`src/design/yrgb_pkg.sv`:
```
// ----------------------------------------------------------------------------
// yrgb_pkg
// Shared constants, types and the RGB555 channel packing for the YUV 4:2:0
// block to RGB555 converter.
// ----------------------------------------------------------------------------
package yrgb_pkg;

   localparam int LUMA_W  = 8;
   localparam int PIX_W   = 15;
   localparam int TERM_W  = 17;
   localparam int SUM_W   = 19;
   localparam int MODE_W  = 2;
   localparam int NUM_PIX = 4;

   localparam logic [MODE_W-1:0] MODE_FULL    = 2'd0;
   localparam logic [MODE_W-1:0] MODE_AVERAGE = 2'd1;
   localparam logic [MODE_W-1:0] MODE_DOUBLE  = 2'd2;

   localparam logic signed [TERM_W-1:0] COEF_V_R = 17'sd358;
   localparam logic signed [TERM_W-1:0] COEF_V_G = 17'sd182;
   localparam logic signed [TERM_W-1:0] COEF_U_G = 17'sd88;
   localparam logic signed [TERM_W-1:0] COEF_U_B = 17'sd453;

   typedef struct packed {
      logic [NUM_PIX-1:0][PIX_W-1:0] pixel;
      logic                          dbl;
   } yrgb_item_type;

   // clamp an 8.8 channel sum to 0..65535 and keep the top five bits
   function automatic logic [4:0] chan5(input logic signed [SUM_W-1:0] s);
      logic [4:0] c;
      if (s[SUM_W-1]) begin
         c = 5'd0;
      end else if (s[SUM_W-2:16] != '0) begin
         c = 5'h1f;
      end else begin
         c = s[15:11];
      end
      return c;
   endfunction

   function automatic logic [PIX_W-1:0] to_rgb555(
      input logic [LUMA_W-1:0]        y,
      input logic signed [TERM_W-1:0] r_term,
      input logic signed [TERM_W-1:0] g_term,
      input logic signed [TERM_W-1:0] b_term
   );
      logic signed [SUM_W-1:0] base;
      logic signed [SUM_W-1:0] r_sum;
      logic signed [SUM_W-1:0] g_sum;
      logic signed [SUM_W-1:0] b_sum;
      base  = $signed({3'b000, y, 8'h00});
      r_sum = base + SUM_W'(r_term);
      g_sum = base - SUM_W'(g_term);
      b_sum = base + SUM_W'(b_term);
      return {chan5(b_sum), chan5(g_sum), chan5(r_sum)};
   endfunction

endpackage

```
`src/design/yrgb_expander.sv`:
```
// ----------------------------------------------------------------------------
// yrgb_expander
// Holds one converted block and sends it out as two or four result words.
// ----------------------------------------------------------------------------
module yrgb_expander
   import yrgb_pkg::*;
(
   input  logic          clock,
   input  logic          reset,
   input  logic          in_valid,
   output logic          in_ready,
   input  yrgb_item_type in_item,
   output logic          rsp_tvalid,
   input  logic          rsp_tready,
   output logic [31:0]   rsp_tdata,   // pixel_left[14:0], pixel_right[29:15], zero
   output logic          rsp_tuser,   // bottom_row
   output logic          rsp_tlast    // last
);

   logic          valid_ff, valid_in;
   logic [1:0]    cnt_ff, cnt_in;
   yrgb_item_type item_ff, item_in;
   logic [1:0]    sel_left, sel_right;
   logic          last_word;
   logic          word_done;

   always_comb begin
      if (item_ff.dbl) begin
         sel_left  = cnt_ff;
         sel_right = cnt_ff;
         rsp_tuser = cnt_ff[1];
         last_word = (cnt_ff == 2'd3);
      end else begin
         sel_left  = {cnt_ff[0], 1'b0};
         sel_right = {cnt_ff[0], 1'b1};
         rsp_tuser = cnt_ff[0];
         last_word = cnt_ff[0];
      end
   end

   assign rsp_tvalid = valid_ff;
   assign rsp_tlast  = last_word;
   assign rsp_tdata  = {2'b00, item_ff.pixel[sel_right], item_ff.pixel[sel_left]};
   assign word_done  = valid_ff && rsp_tready;
   assign in_ready   = !valid_ff || (word_done && last_word);

   always_comb begin
      valid_in = valid_ff;
      cnt_in   = cnt_ff;
      item_in  = item_ff;
      if (in_ready) begin
         valid_in = in_valid;
         cnt_in   = 2'd0;
         item_in  = in_item;
      end else if (word_done) begin
         cnt_in = cnt_ff + 2'd1;
      end
   end

   always_ff @(posedge clock) begin
      if (reset) begin
         valid_ff <= 1'b0;
         cnt_ff   <= 2'd0;
      end else begin
         valid_ff <= valid_in;
         cnt_ff   <= cnt_in;
      end
      item_ff <= item_in;
   end

endmodule

```
`src/design/yuv420_block_to_rgb555.sv`:
```
// ----------------------------------------------------------------------------
// yuv420_block_to_rgb555
// Converts 2x2 YUV 4:2:0 blocks to RGB555 result words in full, averaged or
// doubled-width mode.
//
//   channel | dir | tdata / data                          | tuser      | tlast
//   req     | in  | tl, tr, bl, br, u, v (8 bits each)    | -          | -
//   rsp     | out | pixel_left[14:0], pixel_right[29:15]  | bottom_row | last
//   csr     | in  | output_mode[1:0], written on csr_we   | -          | -
//
// Three pipeline stages (input, chroma products and luma average, sums and
// packing) feed an output sequencer. It sends two words per block in full and
// averaged modes and four in doubled mode, and takes the next block as the last
// word of a block is accepted. Pipeline stages hold under rsp back-pressure.
// Reset (synchronous) clears valid bits and sets output_mode to full.
// ----------------------------------------------------------------------------
module yuv420_block_to_rgb555
   import yrgb_pkg::*;
(
   input  logic              clock,
   input  logic              reset,
   input  logic              req_tvalid,
   output logic              req_tready,
   input  logic [47:0]       req_tdata,   // luma tl, tr, bl, br, chroma_u, chroma_v
   output logic              rsp_tvalid,
   input  logic              rsp_tready,
   output logic [31:0]       rsp_tdata,   // pixel_left[14:0], pixel_right[29:15], zero
   output logic              rsp_tuser,   // bottom_row
   output logic              rsp_tlast,   // last
   input  logic              csr_we,
   input  logic [MODE_W-1:0] csr_wdata    // output_mode
);

   logic [MODE_W-1:0] mode_ff;

   // stage 1: input
   logic                             s1_valid_ff;
   logic [NUM_PIX-1:0][LUMA_W-1:0]   s1_luma_ff;
   logic signed [LUMA_W-1:0]         s1_cu_ff, s1_cv_ff;
   logic                             s1_avg_ff, s1_dbl_ff;

   // stage 2: chroma terms
   logic                             s2_valid_ff;
   logic [NUM_PIX-1:0][LUMA_W-1:0]   s2_luma_ff, s2_luma_in;
   logic signed [TERM_W-1:0]         s2_r_ff, s2_g_ff, s2_b_ff;
   logic signed [TERM_W-1:0]         s2_r_in, s2_g_in, s2_b_in;
   logic                             s2_dbl_ff;

   // stage 3: packed pixels
   logic                             s3_valid_ff;
   yrgb_item_type                    s3_item_ff, s3_item_in;

   logic        rdy1, rdy2, rdy3;
   logic [9:0]  luma_sum;
   logic [MODE_W-1:0] req_mode;

   assign rdy2       = !s2_valid_ff || rdy3;
   assign rdy1       = !s1_valid_ff || rdy2;
   assign req_tready = rdy1;
   assign req_mode   = mode_ff;

   always_ff @(posedge clock) begin
      if (reset) begin
         mode_ff <= MODE_FULL;
      end else if (csr_we) begin
         mode_ff <= csr_wdata;
      end
   end

   // stage 1
   always_ff @(posedge clock) begin
      if (reset) begin
         s1_valid_ff <= 1'b0;
      end else if (rdy1) begin
         s1_valid_ff <= req_tvalid;
      end
      if (rdy1) begin
         s1_luma_ff <= req_tdata[31:0];
         s1_cu_ff   <= $signed({~req_tdata[39], req_tdata[38:32]});
         s1_cv_ff   <= $signed({~req_tdata[47], req_tdata[46:40]});
         s1_avg_ff  <= (req_mode == MODE_AVERAGE);
         s1_dbl_ff  <= (req_mode == MODE_DOUBLE);
      end
   end

   // stage 2
   always_comb begin
      luma_sum = 10'(s1_luma_ff[0]) + 10'(s1_luma_ff[1])
               + 10'(s1_luma_ff[2]) + 10'(s1_luma_ff[3]);
      s2_luma_in = s1_luma_ff;
      if (s1_avg_ff) begin
         for (int i = 0; i < NUM_PIX; i++) begin
            s2_luma_in[i] = luma_sum[9:2];
         end
      end
      s2_r_in = TERM_W'(s1_cv_ff) * COEF_V_R;
      s2_g_in = TERM_W'(s1_cu_ff) * COEF_U_G + TERM_W'(s1_cv_ff) * COEF_V_G;
      s2_b_in = TERM_W'(s1_cu_ff) * COEF_U_B;
   end

   always_ff @(posedge clock) begin
      if (reset) begin
         s2_valid_ff <= 1'b0;
      end else if (rdy2) begin
         s2_valid_ff <= s1_valid_ff;
      end
      if (rdy2) begin
         s2_luma_ff <= s2_luma_in;
         s2_r_ff    <= s2_r_in;
         s2_g_ff    <= s2_g_in;
         s2_b_ff    <= s2_b_in;
         s2_dbl_ff  <= s1_dbl_ff;
      end
   end

   // stage 3
   always_comb begin
      for (int i = 0; i < NUM_PIX; i++) begin
         s3_item_in.pixel[i] = to_rgb555(s2_luma_ff[i], s2_r_ff, s2_g_ff, s2_b_ff);
      end
      s3_item_in.dbl = s2_dbl_ff;
   end

   always_ff @(posedge clock) begin
      if (reset) begin
         s3_valid_ff <= 1'b0;
      end else if (rdy3) begin
         s3_valid_ff <= s2_valid_ff;
      end
      if (rdy3) begin
         s3_item_ff <= s3_item_in;
      end
   end

   logic exp_ready;

   assign rdy3 = !s3_valid_ff || exp_ready;

   yrgb_expander u_expander (
      .clock      (clock),
      .reset      (reset),
      .in_valid   (s3_valid_ff),
      .in_ready   (exp_ready),
      .in_item    (s3_item_ff),
      .rsp_tvalid (rsp_tvalid),
      .rsp_tready (rsp_tready),
      .rsp_tdata  (rsp_tdata),
      .rsp_tuser  (rsp_tuser),
      .rsp_tlast  (rsp_tlast)
   );

endmodule

```
`config.mk`:
```
export PLATFORM = sky130hd
export DESIGN_NAME = yuv420_block_to_rgb555
export DESIGN_NICKNAME = d
export VERILOG_FILES = /design/src/design/yrgb_pkg.sv /design/src/design/yrgb_expander.sv /design/src/design/yuv420_block_to_rgb555.sv
export SDC_FILE = /design/constraint.sdc
export NUM_CORES = 1
export LEC_CHECK = 0
export ABC_AREA = 0
export BUFFER_PORTS_ARGS = -buffer_cell sky130_fd_sc_hd__buf_4
export CAP_MARGIN = 15
export CORE_UTILIZATION = 25
export DETAILED_ROUTE_END_ITERATION = 12
export GPL_TIMING_DRIVEN = 1
export SLEW_MARGIN = 20
export SYNTH_ARGS = -nofsm -noshare
export SYNTH_HDL_FRONTEND = slang
export SYNTH_SLANG_ARGS = --single-unit
```
`constraint.sdc`:
```
create_clock -name clock -period 5.5 [get_ports clock]
set_clock_uncertainty 0.1 [all_clocks]
set_input_delay 0.825 -clock clock [delete_from_list [all_inputs] [get_ports clock]]
set_output_delay 0.825 -clock clock [all_outputs]
set_load 0.05 [all_outputs]
```
; Word level (Yosys, flattened, before mapping)
; Index checks and enable logic that the tools add are counted.
[op_classes]
n_mul = 4
n_lt_le_gt_ge = 2
n_eq_ne = 3
reduce_logical = 23
n_mux = 21
n_addsub = 17
bitwise = 2
[ops]
columns = operator, n
row1 = 17-bit by 17-bit adder with 18-bit output, 8
row2 = 17-bit by 17-bit subtractor with 18-bit output, 4
row3 = 15-bit binary-select mux with 2-bit select, 2
row4 = 5-bit two-way mux, 12
row5 = 32-bit two-way mux, 1
row6 = 15-bit two-way mux, 2
row7 = 2-bit nonzero test, 12
row8 = 16-bit by 17-bit adder with 17-bit output, 1
row9 = "8-bit by 10-bit multiplier with 17-bit output, second input constant", 1
row10 = "8-bit by 8-bit multiplier with 16-bit output, second input constant", 1
row11 = "8-bit by 9-bit multiplier with 16-bit output, second input constant", 1
row12 = "8-bit by 5-bit multiplier with 13-bit output, second input constant", 1
row13 = 10-bit by 8-bit adder with 10-bit output, 1
row14 = 9-bit by 8-bit adder with 10-bit output, 1
row15 = 8-bit by 8-bit adder with 9-bit output, 1
row16 = "2-bit by 3-bit less-than comparator with 1-bit output, second input constant", 2
row17 = "2-bit equality test, second input constant", 2
row18 = 1-bit zero test, 4
row19 = 1-bit logical OR, 4
row20 = 2-bit two-way mux, 2
row21 = "2-bit by 1-bit adder with 2-bit output, second input constant", 1
row22 = "2-bit by 1-bit equality test with 1-bit output, second input constant", 1
row23 = 1-bit logical AND, 2
row24 = 1-bit two-way mux, 2
row25 = 2 further kinds, 3
[totals]
ff_bits = 263
elab_cells = 112
out_inout_bits = 36
in_bits = 55

; Depth between registers and ports, before layout
; Gate-level depths: netlist of the first run.
[depth]
ltp_word = 7
mapped_depth = 23
ltp_nobuf = 23

; Cells and area by module
; A second synthesis of the first run with hierarchy kept.
[hier_totals]
cells_unflattened = 1535
hier_area_um2 = 17725.8
[modules_own_cells]
columns = module, area_per_inst_um2, cells_each, instances, seq_area_each_um2
row1 = yuv420_block_to_rgb555, 14801.7, 1344, 1, 5445.2
row2 = yrgb_expander, 2924.1, 191, 1, 1891.8

; Worst setup path after synthesis of the first run
; Ideal clock, no wire load.
[synth_timing]
path_type = register to register
start = register s1_cv_ff[0]
end = register s2_g_ff[16], data pin
path_stages_with_launch = 23
synth_period_minus_slack_ns = 4.951
slack_ns = 0.549
n_path_buf = 0
required_time_ns = 5.137
setup_ns = 0.263
t_arrival_ns = 4.589
path_cell_list = edfxtp_1 -> ha_1 -> inv_1 -> fa_1 -> inv_1 -> ha_1 -> inv_1 -> fa_1 -> inv_1 -> ha_1 -> a21oi_1 -> o21bai_1 -> a21oi_1 -> xnor2_1 -> ha_1 -> a211o_1 -> nor3_1 -> o211ai_1 -> a41oi_2 -> o21ai_1 -> xnor2_1 -> xnor2_1 -> xnor2_1
[synth_via]
elab_chain_cells = 2
[synth_lines]
columns = item, line
row1 = "start, declared", yuv420_block_to_rgb555.sv:39  ; logic signed [LUMA_W-1:0] s1_cu_ff, s1_cv_ff;
row2 = "start signal, assigned", yuv420_block_to_rgb555.sv:80  ; s1_cv_ff <= $signed({~req_tdata[47], req_tdata[46:40]});
row3 = 8-bit by 8-bit multiplier with 16-bit output, yuv420_block_to_rgb555.sv:97  ; s2_g_in = TERM_W'(s1_cu_ff) * COEF_U_G + TERM_W'(s1_cv_ff) * COEF_V_G;
row4 = 16-bit by 17-bit adder with 17-bit output, yuv420_block_to_rgb555.sv:97
row5 = net s2_g_in[16], yuv420_block_to_rgb555.sv:46  ; logic signed [TERM_W-1:0] s2_r_in, s2_g_in, s2_b_in;
row6 = "end signal, assigned", yuv420_block_to_rgb555.sv:110  ; s2_g_ff <= s2_g_in;
row7 = "end, declared", yuv420_block_to_rgb555.sv:45  ; logic signed [TERM_W-1:0] s2_r_ff, s2_g_ff, s2_b_ff;
; The timed path passes the listed nets, and every way through them passes these cells.
; A chain may end at the register's enable or synchronous reset.

; Worst setup path in the final report of the first run
[layout_timing]
start = register s1_cv_ff[1]
end = register s2_g_ff[16], data pin
; Same word-level chain as after synthesis.

==> results of run 1 <==
==> final cells by class <==
cell class / count / area [um^2] / share of cell area, %
Multi-Input combinational cell: 1003 / 8990 / 45.1
Sequential cell: 247 / 7340 / 36.8
Tap cell: 873 / 1090 / 5.48
Timing Repair Buffer: 105 / 808 / 4.06
Inverter: 203 / 762 / 3.82
Clock buffer: 30 / 729 / 3.66
Clock inverter: 22 / 209 / 1.05
==> registers in the layout, summed over array words and instances, names as in the netlist, 8 cells and up <==
| signal | cells |
|---|---|
| u_expander.item_ff | 61 |
| s1_luma_ff | 32 |
| s3_item_ff | 61 |
| s2_b_ff | 9 |
| s1_cv_ff | 8 |
| s2_r_ff | 11 |
| s2_g_ff | 14 |
| s2_luma_ff | 32 |
| s1_cu_ff | 8 |
==> final timing paths <==
path | start | endpoint | slack (ns)
worst max-delay path | s1_cv_ff[1] | s2_g_ff[16] | 0.27
worst min-delay path | s3_item_ff[50] | u_expander.item_ff[50] | 0.31
worst min register to register | s3_item_ff[50] | u_expander.item_ff[50] | 0.31
worst max register to register | s1_cv_ff[1] | s2_g_ff[16] | 0.27
==> power by group <==
part,switching (uW),total [uW],internal [uW]
logic,3020,5300,2280
clock network,755,1860,1110
registers,409,3450,3040
total,4180,10600,6430
==> routing by layer <==
| layer | track usage [%] | vias up |
|---|---|---|
| li1 | - | 5517 |
| met1 | 13.3 | 5137 |
| met2 | 19.2 | 168 |
| met3 | 1.70 | 50 |
| met4 | 2.88 | 0 |
| met5 | 0 | - |
==> critical path, stage by stage (launching register included) <==
cell	delay [ns]
edfxtp_1	0.40
ha_2	0.25
inv_1	0.06
fa_1	0.47
inv_1	0.05
ha_1	0.27
inv_1	0.05
fa_1	0.50
inv_1	0.05
ha_1	0.34
a21oi_1	0.24
o21bai_1	0.12
a21oi_2	0.21
xnor2_1	0.14
ha_1	0.28
a211o_1	0.32
nor3_1	0.14
o211ai_1	0.15
a41oi_2	0.29
o21ai_1	0.13
xnor2_1	0.15
xnor2_1	0.14
xnor2_1	0.12
==> cell families after synthesis <==
group / share of synthesized area, %
and+or+nand+nor: 6.22
other: 0.0218
buffers and inverters: 5.16
DFF: 42.7
xor gates and xnor gates: 4.48
adders and majority gates: 27.3
AOI/OAI and AO/OA: 12.1
muxes: 2.05
==> layout by cell type (no fill, tap or decap), types with 14 or more instances in the layout <==
| cell | count |
|---|---|
| a21o_1 | 21 |
| a21oi_1 | 67 |
| buf_4 | 104 |
| clkbuf_16 | 29 |
| edfxtp_1 | 239 |
| fa_1 | 64 |
| ha_1 | 234 |
| inv_1 | 202 |
| maj3_1 | 26 |
| maj3_2 | 18 |
| mux2i_1 | 34 |
| nand2_1 | 41 |
| nand2b_1 | 25 |
| nor2_1 | 71 |
| nor2b_1 | 14 |
| nor3_1 | 21 |
| o21a_1 | 24 |
| o21ai_0 | 69 |
| o21ai_1 | 26 |
| o221ai_1 | 30 |
| xnor2_1 | 61 |
| xor2_1 | 27 |
==> through the flow <==
step / TNS [ns] / hold slack, ns / util (%)
after floorplan: 0 / 0.300 / -
after global placement: 0 / 0.305 / 28.0
after detailed placement: 0 / 0.305 / 28.0
after CTS: 0 / 0.315 / 29.4
after global routing: -0.0107 / 0.321 / 29.5
final: 0 / 0.312 / 29.5
==> repair_timing <==
action,CTS,global route
setup endpoints to repair,0,2
setup buffers,0,3
resized for setup,0,2
==> key figures, run 1 <==
Cells and area
  – Layout cell share with drive strength beyond 1: 12.5%
  – Final instance area: 19900 um^2
  – Layout Nets: 1942
  – Non-filler cells, final: 2483
  – Fillers: 6792
  – P&R area growth vs syn: 15.9%
  – Antenna cells: 0

STA
  – Period utilisation layout: 95.0%
  – Fin crit period: 5.23 ns
  – Final setup fails: 0
  – Fin. max-slew vios: 0
  – Worst Tran Pin Value: 1.06 ns
  – Max-slew headroom: 28.8%
  – Hold Fails Final Rpt: 0
  – Slack of the critical path: 0.273 ns
  – Max Clk Rate: 191 MHz

Clock tree
  – TritonCTS Buffers: 28
  – Clock tree from TritonCTS: built
  – CTS Buffer Depth: 3
  – CTS HTree Levels: 1
  – Hold_buf cts: 0
  – CTS Root Cell: clkbuf_16
  – Clk_lat worst skew: 0.55 ns
  – Clk sinks: 247
  – Clock slew at reported path FFs: 0.06 ns

Pwr
  – PD cells: 532 nW/um^2
  – Lkg Pwr: 0.00865 uW
  – Peak VDD IR: 338 uV
  – Pwr Total: 10600 uW

Critical path
  – CP required: 5.68 ns
  – Reg2Reg Depth: 22
  – Crit-path max FO: 4
  – Startpoint types: register
  – Worst Path Arrival: 5.41 ns
  – Crit. End Element: register
  – WS Path Type: register to register

Floorplanning
  – Num ports: 91
  – Core area: 67600 um^2
  – Die Wd: 264 um
  – Initial Util: 25.4%
  – Row cnt: 95
  – Die Footprint: 69800 um^2
  – Die height: 264 um

Placement
  – DP Cell Count: 2427
  – I/O Buffers: 88
  – Placed inst area: 18900 um^2
  – Pre-CTS worst setup slack: 0.164 ns
  – Post-DP HPWL: 30500 um
  – GPL Wtd Cong: 0.830

Yosys
  – Area leader, netlist: edfxtp_1
  – Synth warn: 0
  – Post-synth top cells: edfxtp_1, ha_1, inv_1
  – Top cells by area, synth: edfxtp_1, ha_1, fa_1
  – Seq cells post-synth: 247
  – Netlist cell types: 63
  – Register area share after synthesis: 42.7%
  – Top-area cell type share of the netlist area: 41.7%
  – Count leader, synth: edfxtp_1
  – Post-Syn Area: 17200 um^2
  – Main flop type after synthesis: edfxtp_1
  – Mean Syn Cell Area: 11.6 um^2
  – Post-synth ARST share: 0%
  – Post-Syn Instances: 1483
  – Number of enable flip-flop cells after synthesis: 239

Route
  – Metal1 wirelength: 16500 um
  – ANT nets after route: 0
  – Routed len/inst: 15.0 um
  – Pre-antenna DRT Iters: 5
  – DRC violation count after routing: 0
  – Met2 wire length: 18500 um
  – Via density: 4.38
  – Starting DRC count in detailed routing: 494
  – Top routing layer used: met4
  – Total wire length: 37200 um
  – DR vias: 10900
  – Wire length on met3: 1380 um

Min path
  – Hold WC Path Type: register to register
  – Hold Crit Depth: 0

Outcome
  – Status: completed

Global route
  – Vias in the first global route: 11100
  – Initial antenna violation count: 1
  – Largest net degree at the start of global routing: 69
  – All-Layer GR Usage: 10.8%
  – GRT overflow: 0
  – First-pass GRT wire length: 59900 um

Job
  – Max cap viols: 0
No activity file was read; power rests on OpenSTA's default activity.
==> run 2, diff against run 1 <==
Settings changed: CORE_UTILIZATION 25 to 55, PLACE_DENSITY from default to 0.73.
==> run 2 against run 1 <==
Effect of this change:
- clock power shrank 9%
- via count grew 0.26%
- combinational power shrank 1%
- die area shrank 54%
- worst setup slack gained 0.12 ns
- largest cell class unchanged
- worst hold slack gained 0.0063 ns
- critical path type unchanged
- flip-flop and latch count is the same
==> key figures, run 2 (synthesis gave the netlist of run 1 again) <==
Outcome
  – Status: completed

Cells and area
  – Fillers: 2380 (-65%)
  – Most frequent cells in the layout: edfxtp_1, ha_1, inv_1
  – Register area: 7340 um^2 (unchanged)
  – Antenna cells: 0 (unchanged)
  – Biggest regs: s3_item_ff: 61 flops, u_expander.item_ff: 61 flops
  – Commonest non-fill, non-tap cell in the layout: edfxtp_1
  – Layout cell share with drive strength beyond 1: 12.0% (-0.51 points)
  – P&R area growth vs syn: 11.7%
  – Final Util: 62.6% (+33 points)
  – Multi-input gate area in the final layout: 8990 um^2 (about the same)
  – Layout Nets: 1938 (-0.21%)

Clock tree
  – CTS HTree Levels: 1 (unchanged)
  – Clock slew at reported path FFs: 0.06 ns (about the same)
  – TritonCTS Buffers: 27 (-3.6%)
  – Clock tree from TritonCTS: built
  – Clk sinks: 247 (unchanged)
  – CTS Buffer Depth: 3 (unchanged)
  – Clk_lat worst skew: 0.55 ns (about the same)
  – CTS Root Cell: clkbuf_16

Critical path
  – Slowest CP cell: edfxtp_1
  – CP required: 5.69 ns (about the same)
  – Reg2Reg Launch Point: s1_cv_ff[6]
  – Worst setup path startpoint: s1_cv_ff[6]
  – CP peak stage delay: 0.58 ns (+0.08 ns)
  – Crit-path max FO: 6 (+2)
  – WS Path Type: register to register
  – Worst path bufs/invs: 4 (unchanged)
  – Crit. End Element: register
  – Worst r2r dst: s2_g_ff[16]
  – Reg2Reg Depth: 20 (-9.1%)
  – Critical path's top delay family: adder cells
  – R2r setup slk: 0.40 ns (+0.12 ns)
  – Worst Path Arrival: 5.29 ns (-0.12 ns)
  – Crit-path cells: inv_1 -> ha_1 -> inv_1 -> ha_1 -> fa_1 -> inv_1 -> fa_1 -> inv_1 -> ha_1 -> nor3_1 -> o21ai_1 -> a31oi_1 -> xnor2_1 -> ha_1 -> a21o_1 -> a41oi_2 -> o21ai_1 -> xnor2_1 -> xnor2_1 -> xnor2_1
  – Startpoint types: register

Route
  – Routed len/inst: 16.5 um (+10%)
  – DRC violation count after routing: 0 (unchanged)
  – ANT nets after route: 0 (unchanged)
  – Starting DRC count in detailed routing: 586 (+19%)
  – DR vias: 10900 (+0.26%)
  – Total wire length: 33000 um (-11%)
  – Via density: 5.45 (+24%)
  – Pre-antenna DRT Iters: 5 (unchanged)

STA
  – Final setup fails: 0 (unchanged)
  – Hold Fails Final Rpt: 0 (unchanged)
  – Max-slew headroom: 32.5% (+3.6 points)
  – Fin crit period: 5.10 ns (-0.124 ns)
  – Max Clk Rate: 196 MHz (+2.4%)
  – Fin Setup TNS: 0 ns (unchanged)
  – Fin. max-slew vios: 0 (unchanged)
  – RSZ-0062 raised after global routing: false
  – Worst Tran Pin Value: 1.01 ns (-0.0495 ns)
  – Period utilisation layout: 92.8% (-2.3 points)

Min path
  – Hold Crit Depth: 0 (unchanged)
  – Hold WC Path Type: register to register
  – Worst hold endpoint: u_expander.item_ff[9]
  – Hold Startpoint: s3_item_ff[9]

Floorplanning
  – Row cnt: 64 (-33%)
  – Initial Util: 56.1% (+31 points)
  – Num ports: 91 (unchanged)
  – Die Footprint: 32000 um^2 (-54%)
  – Die Wd: 179 um (-32%)
  – Core area: 30700 um^2 (-55%)
  – Die height: 179 um (-32%)

Global route
  – Vias in the first global route: 10900 (-1.7%)
  – All-Layer GR Usage: 21.3% (+11 points)
  – First-pass GRT wire length: 53400 um (-11%)
  – GRT overflow: 0 (unchanged)
  – Initial antenna violation count: 0 (-1)
  – Largest net degree at the start of global routing: 69 (unchanged)

Placement
  – Post-DP HPWL: 26200 um (-14%)
  – GPL Wtd Cong: 0.862 (+3.9%)
  – I/O Buffers: 88 (unchanged)

Pwr
  – Lkg Pwr: 0.00858 uW (-0.77%)
  – PD cells: 541 nW/um^2 (+1.6%)
  – Peak VDD IR: 334 uV (-1.2%)

Job
  – Max cap viols: 0 (unchanged)
## run 2: worst max-delay path by stage
stage,end,slack [ns],depth (start not counted)
after floorplan,s2_g_ff[16],0.55,22
after global placement,s2_g_ff[16],0.28,22
after detailed placement,s2_g_ff[16],0.13,22
after CTS,s2_g_ff[16],0.09,22
after global routing,s2_g_ff[16],0.02,20
final,s2_g_ff[16],0.40,20
## run 2: final cells by class
class,instances,area share (%)
multi-input combinational,1003,46.9
clock inverter,18,0.750
timing repair buffer,102,4.03
tap,396,2.58
clock buffer,31,3.60
inverter,203,3.97
sequential,247,38.2
## run 2: routing by layer
metal  track usage (%)  share of wire, %  up-vias
met2              38.6                49      196
met3              2.27               3.0       53
met1              26.8                45     5145
li1                  -                 -     5506
met5                 0                 0        -
met4              5.61               2.5        0
## run 2: timing repair
| action | CTS | global route |
|---|---|---|
| buffers inserted | 0 | 2 |
| gates resized for setup | 0 | 3 |
| hold buffers | 0 | 0 |
| endpoints found under the setup margin | 0 | 2 |
## run 2: per-stage QoR
| stage | total power (uW) | worst slack, ns | instance area [um^2] | cells | hold slack, ns |
|---|---|---|---|---|---|
| final | 10400 | 0.397 | 19200 | 2000 | 0.318 |
| after global placement | 8500 | 0.276 | 18300 | 1948 | 0.301 |
| after global routing | 11200 | 0.0198 | 19200 | 2000 | 0.325 |
| after CTS | 10400 | 0.0930 | 19200 | 1997 | 0.319 |
| after floorplan | 7400 | 0.549 | 17200 | 1484 | 0.300 |
| after detailed placement | 8680 | 0.128 | 18300 | 1948 | 0.305 |
## run 2: worst register-to-register path, delay by kind of cell, from the launching register on
kind	cells	cell delay [ns]
adders and majority gates	6	2.23
AOI/OAI and AO/OA	5	0.86
buffers and inverters	4	0.32
DFF	1	0.58
and+or+nand+nor	1	0.19
xor gates and xnor gates	4	0.56
## run 2: report_power, final
part | total, uW | leakage (uW) | internal [uW] | switching (uW)
sequential | 3450 | 0.00263 | 3040 | 411
combinational | 5240 | 0.00554 | 2280 | 2960
clock | 1690 | 0.000408 | 957 | 732
total | 10400 | 0.00858 | 6280 | 4100
